$ cat config.mk
export PLATFORM = sky130hd
export DESIGN_NAME = smx_exec
export DESIGN_NICKNAME = d
export VERILOG_FILES = /design/src/rtl/smx_pkg.sv /design/src/rtl/smx_exec.sv
export SDC_FILE = /design/constraint.sdc
export NUM_CORES = 1
export LEC_CHECK = 0
export ABC_AREA = 1
export BUFFER_PORTS_ARGS = -buffer_cell sky130_fd_sc_hd__buf_2
export CORE_AREA = 2 2 108 110
export DETAILED_ROUTE_END_ITERATION = 10
export DIE_AREA = 0 0 110 112
export GPL_TIMING_DRIVEN = 0
export SLEW_MARGIN = 20
export SYNTH_ARGS = -nofsm -noshare
export SYNTH_HDL_FRONTEND = slang
export SYNTH_SLANG_ARGS = --single-unit
$ cat constraint.sdc
create_clock -name clk -period 0.9 [get_ports clk]
set_clock_uncertainty 0.1 [all_clocks]
set_input_delay 0 -clock clk [delete_from_list [all_inputs] [get_ports clk]]
set_output_delay 0 -clock clk [all_outputs]
set_load 0.01 [all_outputs]
$ cat src/rtl/smx_pkg.sv
// ----------------------------------------------------------------------------
// smx_pkg
// Shared types and codes for the stack machine executor: opcodes, result
// status codes and the stack command passed from decode to the stack.
// ----------------------------------------------------------------------------
package smx_pkg;

  localparam int unsigned WordW = 64;

  typedef logic [WordW-1:0] word_t;

  typedef enum logic [2:0] {
    OP_PUSH  = 3'd0,
    OP_READ  = 3'd1,
    OP_ADD   = 3'd2,
    OP_PRINT = 3'd3,
    OP_STOP  = 3'd4
  } op_t;

  typedef enum logic [2:0] {
    ST_OK          = 3'd0,
    ST_EOF         = 3'd1,
    ST_ADD_UNDER   = 3'd2,
    ST_PRINT_EMPTY = 3'd3,
    ST_OVERFLOW    = 3'd4,
    ST_STOPPED     = 3'd5,
    ST_HALTED      = 3'd6
  } status_t;

  typedef enum logic [1:0] {
    CMD_NONE = 2'd0,
    CMD_PUSH = 2'd1,
    CMD_ADD  = 2'd2,
    CMD_POP  = 2'd3
  } stack_cmd_t;

  typedef struct packed {
    word_t   print_value;
    logic    print_valid;
    status_t status;
    logic    halted;
  } result_t;

endpackage

$ cat src/rtl/smx_exec.sv
// ----------------------------------------------------------------------------
// smx_exec
// Instruction decode: checks the stack bounds, picks the stack command,
// forms the result and keeps the halt flag.
// ----------------------------------------------------------------------------
module smx_exec
  import smx_pkg::*;
#(
  parameter int unsigned STACK_DEPTH = 256,
  parameter int unsigned CW = $clog2(STACK_DEPTH + 1)
) (
  input  logic          clk,
  input  logic          rst,
  input  logic          accept,
  input  logic [2:0]    op,
  input  word_t         operand,
  input  logic          operand_present,
  input  logic [CW-1:0] count,
  input  word_t         tos,
  output stack_cmd_t    cmd,
  output word_t         push_data,
  output result_t       result
);

  logic halt_flag;
  logic halt_next;
  logic full;
  logic empty;
  logic lt2;

  assign full      = (count == CW'(STACK_DEPTH));
  assign empty     = (count == '0);
  assign lt2       = (count < CW'(2));
  assign push_data = operand;

  always_comb begin
    cmd                = CMD_NONE;
    halt_next          = halt_flag;
    result.print_value = '0;
    result.print_valid = 1'b0;
    result.status      = ST_OK;
    if (halt_flag) begin
      result.status = ST_HALTED;
    end else begin
      unique case (op)
        OP_PUSH, OP_READ: begin
          if (op == OP_READ && !operand_present) begin
            halt_next     = 1'b1;
            result.status = ST_EOF;
          end else if (full) begin
            halt_next     = 1'b1;
            result.status = ST_OVERFLOW;
          end else begin
            cmd = CMD_PUSH;
          end
        end
        OP_ADD: begin
          if (lt2) begin
            halt_next     = 1'b1;
            result.status = ST_ADD_UNDER;
          end else begin
            cmd = CMD_ADD;
          end
        end
        OP_PRINT: begin
          if (empty) begin
            halt_next     = 1'b1;
            result.status = ST_PRINT_EMPTY;
          end else begin
            cmd                = CMD_POP;
            result.print_value = tos;
            result.print_valid = 1'b1;
          end
        end
        default: begin
          // stop and the unused codes
          halt_next     = 1'b1;
          result.status = ST_STOPPED;
        end
      endcase
    end
    result.halted = halt_next;
    if (!accept) begin
      cmd = CMD_NONE;
    end
  end

  always_ff @(posedge clk) begin
    if (rst) begin
      halt_flag <= 1'b0;
    end else if (accept) begin
      halt_flag <= halt_next;
    end
  end

endmodule

==> results_dict.tcl <==
set metrics [dict create \
    row_count 39 \
    slowest_delay_ps 350 \
    netlist_area_um2 1260 \
    yosys_register_bits 1 \
    drc 0 \
    p_comb_frac 0.957 \
    worst_pin_slew_ps 274 \
    synth_nets 390 \
    sw_frac_of_total 0.439 \
    hpwl_mm 5.03 \
    globalplace.congestion 0.774 \
    yosysTopAreaCell "buf_4" \
    largest_reg_flops 1 \
    holdBufCountCts 0 \
    ant_nets 0 \
    end_kind "output port" \
    relSlewSlack 0.816 \
    maxCapViolCount 0 \
    crit_chain "inv_4, nand3_4, buf_12, buf_12, nor2_2, buf_2" \
    synth.area.top_cells "buf_4 39%, nor2_1 22%, inv_1 21%" \
    setup_viol 72 \
    start_kind "register" \
    io_pins 279 \
    critical-path-top-delay-family "buffers and inverters" \
    final_cell_mix "190 x buf_2, 72 x buf_4, 67 x inv_1" \
    antennaDiodeCount 0 \
    post_drt_via_cell_ratio 3.31 \
    path_buf_inv 4 \
    violations "negative setup slack" \
    reg_top3 "halt_flag: 1 flops" \
    layout-drive-gt1-share 0.789 \
    grtUsageTotal 0.0745 \
    drt-pass1-iter-count 4 \
    hold_class "input pin to output port" \
    grt_pass1_wl_mm 7.54 \
    start_util 0.113 \
    antenna_found_initial 0 \
    internal-power_w 0.000715 \
    pwr-share-clk 0 \
    min_period_ps 1200 \
    grt_max_degree 11 \
    hold_viol 0 \
    drv_slew 0 \
    rsz0062_at_grt "true" \
    max-vdd-ir-drop_mv 0.333 \
    wl_per_cell_um 10.1 \
    grt-ovfl-total 0 \
    clk_latency_ps 0 \
    postRouteWirelength_mm 6.21 \
    arrival_ps 1100 \
    ys_warn_count 0 \
    netlist.area_leader.share 0.387 \
    drt_iter0_drc 50 \
    min_period_over_period 1.34 \
    core_um2 11200 \
    die-area_um2 12300 \
    synthCells 246 \
    pwr-share-seq 0.043 \
    path_common_cell "buf_12" \
    finalPower_w 0.00127 \
    cp_slowest_cell "dfxtp_4" \
    clkTransAtPathRegs_ps 0 \
    required_ps 800 \
    area_growth_pct 151 \
    status "finished, violations left" \
    crit_type "register to output port" \
    syn_area_per_cell_um2 5.13 \
    p_switching_w 0.000560 \
    fin_nets 616 \
    layout_setup_ws_ps -304 \
    ys_seq_area_frac 0.0159 \
    fmax_ghz 0.831 \
    pre_cts_ws_ps -481 \
    num_vias 2031 \
    cp_max_fo 10 \
    power_density_nw_per_um2 402 \
    power_leakage_nw 2.03 \
    io_buffers 214 \
    largest_register "halt_flag" \
    die_x_um 110 \
    synth_cell_types 14 \
    final_common_cell "buf_2" \
    first_global_vias 1601 \
    die_y_um 112 \
]
-- final cells by class --
cell class	instances	area, um2
Timing Repair Buffer	224	1360
Sequential cell	1	23.8
Tap cell	143	179
Inverter	70	265
Buffer	72	616
Multi-Input combinational cell	103	729
Fill cell	1222	8010
-- path summary, 6_finish.rpt --
kind / from / endpoint / slack (ps) / depth (start not counted)
max: halt_flag / result[30] / -300 / 6
min reg2reg: halt_flag / halt_flag / 460 / 2
max reg2reg: halt_flag / halt_flag / -60 / 4
min: operand[55] / push_data[55] / 80 / 2
-- what timing repair did --
| action | in CTS | in global routing |
|---|---|---|
| cloned | 1 | 2 |
| endpoints found under the setup margin | 72 | 72 |
| setup buffers | 7 | 1 |
| hold endpoints to repair | 0 | 0 |
| pin swaps | 5 | 6 |
| resized for setup | 40 | 44 |
-- synth_stat cells --
cell type  number
nand3_2         1
buf_2           1
nor2_4          1
buf_6           6
nand3_1         4
nor2_1         75
nand2_1        14
nor2_2          1
a21oi_1         4
inv_1          70
o21bai_1        1
o21ai_0         2
buf_4          65
dfxtp_1         1
-- power groups by stage --
stage,logic (W),clock network (W),registers (W)
6_report,0.00122,0,0.0000544
5_1_grt,0.00132,0,0.0000556
2_1_floorplan,0.000588,0,0.0000526
3_3_place_gp,0.00102,0,0.0000535
4_1_cts,0.00113,0,0.0000547
3_5_place_dp,0.00103,0,0.0000534
-- cell families after synthesis --
group / synth area share
buffers and inverters: 0.652
DFF: 0.0159
AOI/OAI and AO/OA: 0.0297
and+or+nand+nor: 0.302
-- through the flow --
stage / instances / hold slack [ps] / area [um2] / TNS, ps / util
after floorplan: 246 / -12.9 / 1400 / -2580 / -
after global placement: 603 / 84.0 / 2650 / -29110 / 0.237
after detailed placement: 603 / 83.7 / 2650 / -29410 / 0.237
after CTS: 611 / 84.3 / 2890 / -17300 / 0.259
after global routing: 613 / 86.5 / 3170 / -23620 / 0.284
final: 613 / 84.0 / 3170 / -17180 / 0.284
-- per-layer routing --
metal	up-vias	wire [um]	track usage
met1	846	2470	0.105
li1	1060	-	-
met4	0	49	0
met5	-	0	0
met2	119	3180	0.132
met3	6	508	0.00351
Note: power is estimated with default switching activity, not from simulation.
